--- src/rtl/owbm_pkg.sv ---
`timescale 1ns / 1ps
`default_nettype none

package owbm_pkg;

  // Width of the timing counter and of every timing register
  localparam int unsigned CountW = 10;

  // Width of the configuration register index
  localparam int unsigned CfgIdxW = 3;

  // Released ticks before the line is checked during reset
  localparam logic [CountW-1:0] ReleaseCheckUs = CountW'(5);

  // Command codes carried in req_type
  typedef enum logic [1:0] {
    REQ_TICK  = 2'd0,
    REQ_RESET = 2'd1,
    REQ_WRITE = 2'd2,
    REQ_READ  = 2'd3
  } req_e;

  // Configuration register indexes
  localparam logic [CfgIdxW-1:0] CFG_SHORT_LOW      = CfgIdxW'(0);
  localparam logic [CfgIdxW-1:0] CFG_LONG_LOW       = CfgIdxW'(1);
  localparam logic [CfgIdxW-1:0] CFG_WRITE_SLOT     = CfgIdxW'(2);
  localparam logic [CfgIdxW-1:0] CFG_READ_SAMPLE    = CfgIdxW'(3);
  localparam logic [CfgIdxW-1:0] CFG_READ_SLOT      = CfgIdxW'(4);
  localparam logic [CfgIdxW-1:0] CFG_RESET_LOW      = CfgIdxW'(5);
  localparam logic [CfgIdxW-1:0] CFG_PRESENCE_SAMPLE = CfgIdxW'(6);
  localparam logic [CfgIdxW-1:0] CFG_RECOVERY       = CfgIdxW'(7);

  // Last tick index of an interval; a zero length acts as one tick
  function automatic logic [CountW-1:0] last_tick(input logic [CountW-1:0] len);
    return (len == '0) ? '0 : CountW'(len - CountW'(1));
  endfunction

endpackage

`default_nettype wire

--- src/rtl/owbm_if.sv ---
`timescale 1ns / 1ps
`default_nettype none

// Tick channel: command, byte to send and sampled bus level
interface owbm_in_if;
  logic       valid;
  logic       ready;
  logic [1:0] req_type;
  logic [7:0] write_data;
  logic       line_level;

  modport source (output valid, output req_type, output write_data, output line_level,
                  input ready);
  modport sink   (input valid, input req_type, input write_data, input line_level,
                  output ready);
endinterface

// Result channel: one result per tick
interface owbm_out_if;
  logic       valid;
  logic       ready;
  logic       drive_low;
  logic       busy_res;
  logic       done_res;
  logic [7:0] read_byte;
  logic       presence;
  logic       cmd_rejected;

  modport source (output valid, output drive_low, output busy_res, output done_res,
                  output read_byte, output presence, output cmd_rejected, input ready);
  modport sink   (input valid, input drive_low, input busy_res, input done_res,
                  input read_byte, input presence, input cmd_rejected, output ready);
endinterface

// Configuration write channel
interface owbm_cfg_if;
  logic                           valid;
  logic                           ready;
  logic [owbm_pkg::CfgIdxW-1:0]   index;
  logic [owbm_pkg::CountW-1:0]    data;

  modport source (output valid, output index, output data, input ready);
  modport sink   (input valid, input index, input data, output ready);
endinterface

`default_nettype wire

--- src/rtl/onewire_bus_master.sv ---
`timescale 1ns / 1ps
`default_nettype none

// Channel  Dir  Fields                                            Transaction
// in_i     in   req_type, write_data, line_level                  valid & ready
// out_o    out  drive_low, busy_res, done_res, read_byte,         valid & ready
//               presence, cmd_rejected
// cfg_i    in   index, data                                       valid & ready
//
// One tick transaction per clock while in_i.ready is high; its result is in the
// output register in the next cycle. The whole tick update (phase, counter, shift
// byte) is one combinational pass from the state registers into the state and result
// registers. in_i.ready is low only while a result waits and out_o.ready is low.
// cfg_i is always ready. rst_ni clears control state and loads the default timings.

module onewire_bus_master (
  input  wire logic       clk_i,
  input  wire logic       rst_ni,
  owbm_in_if.sink         in_i,
  owbm_out_if.source      out_o,
  owbm_cfg_if.sink        cfg_i
);

  localparam int unsigned CW = owbm_pkg::CountW;

  typedef enum logic [2:0] {
    PH_IDLE      = 3'd0,
    PH_RST_LOW   = 3'd1,
    PH_RST_CHECK = 3'd2,
    PH_RST_PRES  = 3'd3,
    PH_RST_RECOV = 3'd4,
    PH_WRITE     = 3'd5,
    PH_READ      = 3'd6
  } phase_e;

  // Timing registers
  logic [CW-1:0] short_low_q, long_low_q, write_slot_q, read_sample_q;
  logic [CW-1:0] read_slot_q, reset_low_q, pres_sample_q, recovery_q;

  // Operation state
  phase_e        phase_q, phase_d;
  logic [CW-1:0] tick_q, tick_d;
  logic [2:0]    bit_idx_q, bit_idx_d;
  logic [7:0]    shift_q, shift_d;
  logic          pres_q, pres_d;
  logic [7:0]    rd_result_q, rd_result_d;

  // Output register
  logic          out_valid_q;
  logic          drive_q, busy_q, done_q, rej_q;
  logic          drive_d, busy_d, done_d, rej_d;

  logic          in_accept;
  owbm_pkg::req_e req;

  assign cfg_i.ready = 1'b1;
  assign in_i.ready  = !out_valid_q || out_o.ready;
  assign in_accept   = in_i.valid && in_i.ready;
  assign req         = owbm_pkg::req_e'(in_i.req_type);

  // Configuration writes
  always_ff @(posedge clk_i or negedge rst_ni) begin
    if (!rst_ni) begin
      short_low_q   <= CW'(6);
      long_low_q    <= CW'(60);
      write_slot_q  <= CW'(70);
      read_sample_q <= CW'(17);
      read_slot_q   <= CW'(87);
      reset_low_q   <= CW'(510);
      pres_sample_q <= CW'(60);
      recovery_q    <= CW'(420);
    end else if (cfg_i.valid) begin
      unique case (cfg_i.index)
        owbm_pkg::CFG_SHORT_LOW:       short_low_q   <= cfg_i.data;
        owbm_pkg::CFG_LONG_LOW:        long_low_q    <= cfg_i.data;
        owbm_pkg::CFG_WRITE_SLOT:      write_slot_q  <= cfg_i.data;
        owbm_pkg::CFG_READ_SAMPLE:     read_sample_q <= cfg_i.data;
        owbm_pkg::CFG_READ_SLOT:       read_slot_q   <= cfg_i.data;
        owbm_pkg::CFG_RESET_LOW:       reset_low_q   <= cfg_i.data;
        owbm_pkg::CFG_PRESENCE_SAMPLE: pres_sample_q <= cfg_i.data;
        owbm_pkg::CFG_RECOVERY:        recovery_q    <= cfg_i.data;
        default: ;
      endcase
    end
  end

  // One tick of bus timing
  always_comb begin
    phase_e        ph;
    logic [CW-1:0] t;
    logic [CW-1:0] rd_end;
    logic [CW-1:0] rd_smp;
    logic          wbit;

    ph          = phase_q;
    t           = tick_q;
    bit_idx_d   = bit_idx_q;
    shift_d     = shift_q;
    pres_d      = pres_q;
    rd_result_d = rd_result_q;
    drive_d     = 1'b0;
    done_d      = 1'b0;
    rej_d       = 1'b0;

    // Command start or rejection
    if (ph == PH_IDLE) begin
      if (req != owbm_pkg::REQ_TICK) begin
        t         = '0;
        bit_idx_d = '0;
        unique case (req)
          owbm_pkg::REQ_RESET: begin
            ph     = PH_RST_LOW;
            pres_d = 1'b0;
          end
          owbm_pkg::REQ_WRITE: begin
            ph      = PH_WRITE;
            shift_d = in_i.write_data;
          end
          default: begin
            ph      = PH_READ;
            shift_d = '0;
          end
        endcase
      end
    end else if (req != owbm_pkg::REQ_TICK) begin
      rej_d = 1'b1;
    end

    busy_d  = (ph != PH_IDLE);
    phase_d = ph;
    tick_d  = t;

    wbit   = shift_d[bit_idx_d];
    rd_end = owbm_pkg::last_tick(read_slot_q);
    rd_smp = (read_sample_q > rd_end) ? rd_end : read_sample_q;

    unique case (ph)
      PH_RST_LOW: begin
        drive_d = 1'b1;
        if (t >= owbm_pkg::last_tick(reset_low_q)) begin
          phase_d = PH_RST_CHECK;
          tick_d  = '0;
        end else begin
          tick_d = CW'(t + CW'(1));
        end
      end
      PH_RST_CHECK: begin
        if (t >= owbm_pkg::ReleaseCheckUs) begin
          if (!in_i.line_level) begin
            done_d  = 1'b1;
            phase_d = PH_IDLE;
          end else begin
            phase_d = PH_RST_PRES;
            tick_d  = '0;
          end
        end else begin
          tick_d = CW'(t + CW'(1));
        end
      end
      PH_RST_PRES: begin
        if (t >= owbm_pkg::last_tick(pres_sample_q)) begin
          tick_d = '0;
          if (!in_i.line_level) begin
            pres_d = 1'b1;
            if (recovery_q == '0) begin
              done_d  = 1'b1;
              phase_d = PH_IDLE;
            end else begin
              phase_d = PH_RST_RECOV;
            end
          end else begin
            done_d  = 1'b1;
            phase_d = PH_IDLE;
          end
        end else begin
          tick_d = CW'(t + CW'(1));
        end
      end
      PH_RST_RECOV: begin
        if (t >= owbm_pkg::last_tick(recovery_q)) begin
          done_d  = 1'b1;
          phase_d = PH_IDLE;
          tick_d  = '0;
        end else begin
          tick_d = CW'(t + CW'(1));
        end
      end
      PH_WRITE: begin
        drive_d = (t < (wbit ? short_low_q : long_low_q));
        if (t >= owbm_pkg::last_tick(write_slot_q)) begin
          tick_d = '0;
          if (bit_idx_d == 3'd7) begin
            done_d    = 1'b1;
            phase_d   = PH_IDLE;
            bit_idx_d = '0;
          end else begin
            bit_idx_d = 3'(bit_idx_d + 3'd1);
          end
        end else begin
          tick_d = CW'(t + CW'(1));
        end
      end
      PH_READ: begin
        drive_d = (t < short_low_q);
        if (t == rd_smp && in_i.line_level) begin
          shift_d[bit_idx_d] = 1'b1;
        end
        if (t >= rd_end) begin
          tick_d = '0;
          if (bit_idx_d == 3'd7) begin
            rd_result_d = shift_d;
            done_d      = 1'b1;
            phase_d     = PH_IDLE;
            bit_idx_d   = '0;
          end else begin
            bit_idx_d = 3'(bit_idx_d + 3'd1);
          end
        end else begin
          tick_d = CW'(t + CW'(1));
        end
      end
      default: begin
        // idle, or an unused code that falls back to idle
        phase_d = PH_IDLE;
      end
    endcase
  end

  // State and result registers
  always_ff @(posedge clk_i or negedge rst_ni) begin
    if (!rst_ni) begin
      phase_q     <= PH_IDLE;
      tick_q      <= '0;
      bit_idx_q   <= '0;
      shift_q     <= '0;
      pres_q      <= 1'b0;
      rd_result_q <= '0;
      out_valid_q <= 1'b0;
      drive_q     <= 1'b0;
      busy_q      <= 1'b0;
      done_q      <= 1'b0;
      rej_q       <= 1'b0;
    end else begin
      if (in_accept) begin
        phase_q     <= phase_d;
        tick_q      <= tick_d;
        bit_idx_q   <= bit_idx_d;
        shift_q     <= shift_d;
        pres_q      <= pres_d;
        rd_result_q <= rd_result_d;
        drive_q     <= drive_d;
        busy_q      <= busy_d;
        done_q      <= done_d;
        rej_q       <= rej_d;
        out_valid_q <= 1'b1;
      end else if (out_o.ready) begin
        out_valid_q <= 1'b0;
      end
    end
  end

  assign out_o.valid        = out_valid_q;
  assign out_o.drive_low    = drive_q;
  assign out_o.busy_res     = busy_q;
  assign out_o.done_res     = done_q;
  assign out_o.read_byte    = rd_result_q;
  assign out_o.presence     = pres_q;
  assign out_o.cmd_rejected = rej_q;

endmodule

`default_nettype wire

--- src/flat_wrapper.sv ---
// flat-port wrapper written by rule: the top's interface ports become plain ports
module onewire_bus_master_flat 
  (clk_i, rst_ni, in_i_valid, in_i_req_type, in_i_write_data, in_i_line_level, in_i_ready, out_o_valid, out_o_drive_low, out_o_busy_res, out_o_done_res, out_o_read_byte, out_o_presence, out_o_cmd_rejected, out_o_ready, cfg_i_valid, cfg_i_index, cfg_i_data, cfg_i_ready);
  owbm_in_if in_i_i ();
  owbm_out_if out_o_i ();
  owbm_cfg_if cfg_i_i ();
  input  wire logic clk_i;
  input  wire logic rst_ni;
  input wire logic [$bits(in_i_i.valid)-1:0] in_i_valid;
  input wire logic [$bits(in_i_i.req_type)-1:0] in_i_req_type;
  input wire logic [$bits(in_i_i.write_data)-1:0] in_i_write_data;
  input wire logic [$bits(in_i_i.line_level)-1:0] in_i_line_level;
  output wire logic [$bits(in_i_i.ready)-1:0] in_i_ready;
  output wire logic [$bits(out_o_i.valid)-1:0] out_o_valid;
  output wire logic [$bits(out_o_i.drive_low)-1:0] out_o_drive_low;
  output wire logic [$bits(out_o_i.busy_res)-1:0] out_o_busy_res;
  output wire logic [$bits(out_o_i.done_res)-1:0] out_o_done_res;
  output wire logic [$bits(out_o_i.read_byte)-1:0] out_o_read_byte;
  output wire logic [$bits(out_o_i.presence)-1:0] out_o_presence;
  output wire logic [$bits(out_o_i.cmd_rejected)-1:0] out_o_cmd_rejected;
  input wire logic [$bits(out_o_i.ready)-1:0] out_o_ready;
  input wire logic [$bits(cfg_i_i.valid)-1:0] cfg_i_valid;
  input wire logic [$bits(cfg_i_i.index)-1:0] cfg_i_index;
  input wire logic [$bits(cfg_i_i.data)-1:0] cfg_i_data;
  output wire logic [$bits(cfg_i_i.ready)-1:0] cfg_i_ready;
  assign in_i_i.valid = in_i_valid;
  assign in_i_i.req_type = in_i_req_type;
  assign in_i_i.write_data = in_i_write_data;
  assign in_i_i.line_level = in_i_line_level;
  assign in_i_ready = in_i_i.ready;
  assign out_o_valid = out_o_i.valid;
  assign out_o_drive_low = out_o_i.drive_low;
  assign out_o_busy_res = out_o_i.busy_res;
  assign out_o_done_res = out_o_i.done_res;
  assign out_o_read_byte = out_o_i.read_byte;
  assign out_o_presence = out_o_i.presence;
  assign out_o_cmd_rejected = out_o_i.cmd_rejected;
  assign out_o_i.ready = out_o_ready;
  assign cfg_i_i.valid = cfg_i_valid;
  assign cfg_i_i.index = cfg_i_index;
  assign cfg_i_i.data = cfg_i_data;
  assign cfg_i_ready = cfg_i_i.ready;
  onewire_bus_master u_core (.clk_i(clk_i), .rst_ni(rst_ni), .in_i(in_i_i), .out_o(out_o_i), .cfg_i(cfg_i_i));
endmodule
--- config.mk ---
export PLATFORM = sky130hd
export DESIGN_NAME = onewire_bus_master_flat
export DESIGN_NICKNAME = d
export VERILOG_FILES = /design/src/rtl/owbm_pkg.sv /design/src/rtl/owbm_if.sv /design/src/rtl/onewire_bus_master.sv /design/src/flat_wrapper.sv
export SDC_FILE = /design/constraint.sdc
export NUM_CORES = 1
export LEC_CHECK = 0
export ABC_AREA = 1
export BUFFER_PORTS_ARGS = -buffer_cell sky130_fd_sc_hd__buf_2
export CORE_MARGIN = 2
export CORE_UTILIZATION = 30
export DETAILED_ROUTE_END_ITERATION = 10
export SYNTH_ARGS = -nofsm -noshare
export SYNTH_HDL_FRONTEND = slang
export SYNTH_SLANG_ARGS = --single-unit
export TNS_END_PERCENT = 1
--- constraint.sdc ---
create_clock -name clk_i -period 3.06 [get_ports clk_i]
set_clock_uncertainty 0.2 [all_clocks]
set_input_delay 0.306 -clock clk_i [delete_from_list [all_inputs] [get_ports clk_i]]
set_output_delay 0.306 -clock clk_i [all_outputs]
set_load 0.02 [all_outputs]
==> key figures <==
Outcome
  • Outcome: finished, violations left
  • Violated checks: setup timing

Routing
  • WL/cell: around 14 um
  • # DRC: 0
  • Uppermost layer routed: met4
  • Final WL: around 27,000 um
  • DR vias: roughly 9k
  • Initial DRT Pass Iterations: 5
  • DR WL met3: around 1200 um
  • Via density per instance: between 4 and 5
  • Metal-1 WL: 12,900 um
  • WL met2: around 13,000 um
  • Antenna Violating Nets Remaining: 0
  • Initial DRC count: 610

Worst setup path
  • Crit path cell chain: inv_4 -> ha_4 -> nand2_4 -> nor2_4 -> nand3_4 -> nand3_4 -> buf_4 -> buf_4 -> ha_1 -> a21oi_1 -> o21a_1 -> nand4_1 -> o21ai_2 -> nor2_2 -> inv_1 -> nor2_1 -> o21ai_1 -> o21ai_0
  • Crit path arrival time: between 3 and 4 ns
  • Slowest CP cell: dfstp_2
  • Worst Path Buf+Inv: 4
  • Crit path max fanout: 5
  • Reg-to-Reg Start: u_core.read_slot_q[0]
  • Worst Reg2Reg Path Length in Cells: 18
  • CP Depth: 18
  • Critical Path Source Type: register
  • CP required: about 3.2 ns
  • Worst setup EP type: register
  • Family with the most delay on the worst path: compound AO/OA/AOI/OAI gates
  • Critical path's largest stage delay: between 0.5 and 0.6 ns
  • Crit Path Class: reg2reg
  • Origin of the worst setup path: u_core.read_slot_q[0]

Run
  • Number of max-cap violations: 0

Finish
  • Nets@finish: between 1.5k and 2k
  • Fillers: approximately 3.0k
  • FF+latch area: 2990 um2
  • Non-filler cells, final: about 1.9k
  • Multi-input logic area: 5810 um2
  • Syn-to-layout area delta: 33.2%
  • # diodes: 0
  • Final instance area: 12,200 um2
  • Layout cells sized above 1: roughly a quarter
  • Util after Layout: approximately 41%

Global routing
  • Initial antenna violation count: 0
  • GR Overflow Total: 0
  • Tot GR Track Use: between 15 and 20%
  • First-pass GRT wire length: about 44,000 um
  • Vias in the first global route: approximately 8.6k
  • Largest net degree at the start of global routing: 56

Synthesis
  • Post-Synthesis Cell Area: between 9000 and 10,000 um2
  • Syn Area/Cell: just over 7 um2
  • Post-synth top cells: 333 x nand2_1, 153 x inv_1, 135 x o21ai_0, 121 x nor2_1, 95 x ha_1
  • Post-synth ARST share: between 90% and 100%
  • Yosys warns: 0
  • Count leader, synth: nand2_1
  • Post-synth cell types: 52
  • Net Count, Synth: between 1k and 1.5k
  • Post-synth top area share: a little under a quarter
  • Area contributors post-synth: dfrtp_1 24%, nand2_1 14%, ha_1 13%
  • Top_reg_cell synth: dfrtp_1
  • Sequential fraction of the synthesis area: 32.8%
  • FF+latch count, synth: between 100 and 150
  • Post-synthesis cell count: ~1.3k
  • Synth area leader: dfrtp_1
  • Post-synth EDFFs: 0

Timing
  • Worst Hold Slack: 0.0585 ns
  • Fmax: a little over 300 MHz
  • Tcrit/Tclk final: 106%
  • RSZ-0062 raised after global routing: true
  • Final Hold Fails: 0
  • Final setup TNS: -4.37 ns
  • Pins Over Slew Limit: 0
  • Final setup viols: 33
  • Max-slew headroom: between 50% and 60%
  • Worst-Margin Slew: 0.747 ns
  • Fin crit period: roughly 3.3 ns
  • Setup ws final: -0.198 ns

Floorplanning
  • Total I/O pin count: 45
  • Die Wd: 179 um
  • Full die area: 31,900 um2
  • Die height: 179 um
  • Row cnt: 63
  • Core area: just under 30,000 um2
  • Initial Util: 30.7%

Power and ir drop
  • Pwr dens: approximately 950 nW/um2
  • P_leak: between 0.005 and 0.006 uW
  • Max IR drop VDD: about 520 uV

Worst hold path
  • Hold crit path type: in2reg
  • Min-delay src: in_i_line_level
  • Worst Hold Depth: 2

Placed design
  • RePlAce Congestion: ~0.89
  • Post-DP Area: about 11,000 um2
  • HPWL after DPL: 20,000 um
  • Placed Instances: approximately 1.8k
  • Port-buffer cells: 43

Clock network
  • CTS tree: done
  • Worst-Skew Late Latency: between 0.4 and 0.5 ns
  • Clk buf depth: 2
  • Total CTS buffers: 17
  • Clk sink count: roughly 120
  • Root Buffer Master: clkbuf_16
  • H-tree depth: 4
  • CTS clk-pin slew, worst paths: roughly 0.060 ns
-- layer usage --
metal,vias up,track usage (%)
met3,44,2.90
met1,4151,23.7
met5,-,0
li1,4653,-
met2,219,28.7
met4,0,5.08
-- registers in the layout (all words and copies together), names as in the netlist --
register / cells
u_core.out_o.presence: 1
u_core.short_low_q: 10
u_core.shift_q: 8
u_core.bit_idx_q: 3
u_core.out_o.done_res: 1
u_core.recovery_q: 10
u_core.tick_q: 10
u_core.out_o.read_byte: 8
u_core.out_o.cmd_rejected: 1
u_core.out_o.valid: 1
u_core.read_slot_q: 10
u_core.out_o.drive_low: 1
u_core.write_slot_q: 10
u_core.phase_q: 3
u_core.reset_low_q: 10
u_core.pres_sample_q: 10
u_core.long_low_q: 10
u_core.read_sample_q: 10
u_core.out_o.busy_res: 1
-- placed cells by master, fill, tap and decap left out, drive strengths merged, types with 2 or more instances in the layout --
| master | instances |
|---|---|
| o21ai | 153 |
| a21oi | 62 |
| clkbuf | 20 |
| nand2 | 340 |
| a21o | 2 |
| dfrtp | 86 |
| nand3 | 78 |
| dlygate4sd3 | 12 |
| nor4 | 4 |
| o31ai | 6 |
| a31oi | 2 |
| a22oi | 4 |
| clkinv | 3 |
| o211ai | 10 |
| o21a | 6 |
| nand4 | 22 |
| inv | 168 |
| ha | 95 |
| or2 | 7 |
| o2111ai | 3 |
| xor2 | 10 |
| buf | 211 |
| o21bai | 4 |
| a21boi | 8 |
| clkinvlp | 2 |
| nor3 | 13 |
| dfstp | 32 |
| nor2 | 133 |
-- power breakdown --
part,internal [uW],switching [uW]
Sequential,2030,319
Combinational,3030,4180
Clock,1150,831
Total,6220,5330
-- cell families (layout without fill, tap and decap cells) --
group	after synthesis	count (layout)	share of synthesized area, %
buffers and inverters	189	416	8.26
adders and majority gates	95	95	13.0
and+or+nand+nor	599	600	28.9
xor gates and xnor gates	10	10	0.959
muxes	1	1	0.110
other	1	1	0.0411
DFF	118	118	32.8
AOI/OAI and AO/OA	263	263	16.0
-- stage by stage --
stage / total power (uW) / setup WS, ns
global route: 12600 / -0.393
detailed placement: 8960 / -0.383
global placement: 8830 / -0.309
CTS: 11300 / -0.164
finish: 11600 / -0.198
floorplan: 6490 / -0.0143
-- layout make-up --
type	instances	area share, %
clock buffer	20	3.93
timing repair buffer	223	13.8
inverter	161	5.05
tap	390	4.01
multi-input combinational	970	47.7
sequential	118	24.6
clock inverter	12	0.884
-- final timing paths --
check / endpoint / slack, ns
worst max-delay path: u_core.bit_idx_q[0] / -0.20
worst min-delay path: u_core.out_o.presence / 0.06
worst min register to register: u_core.long_low_q[8] / 0.28
worst max register to register: u_core.bit_idx_q[0] / -0.20
min in group asynchronous: u_core.write_slot_q[7] / 0.28
max in group asynchronous: u_core.long_low_q[4] / 1.58
-- what timing repair did --
| action | 4_1_cts | 5_1_grt |
|---|---|---|
| setup endpoints to repair | 34 | 35 |
| hold buffers | 12 | 0 |
| hold endpoints to repair | 45 | 0 |
| pin swaps | 22 | 30 |
| gates cloned | 1 | 0 |
| buffers inserted | 7 | 7 |
| gates resized for setup | 47 | 46 |
Note: power is estimated with default switching activity, not from simulation.
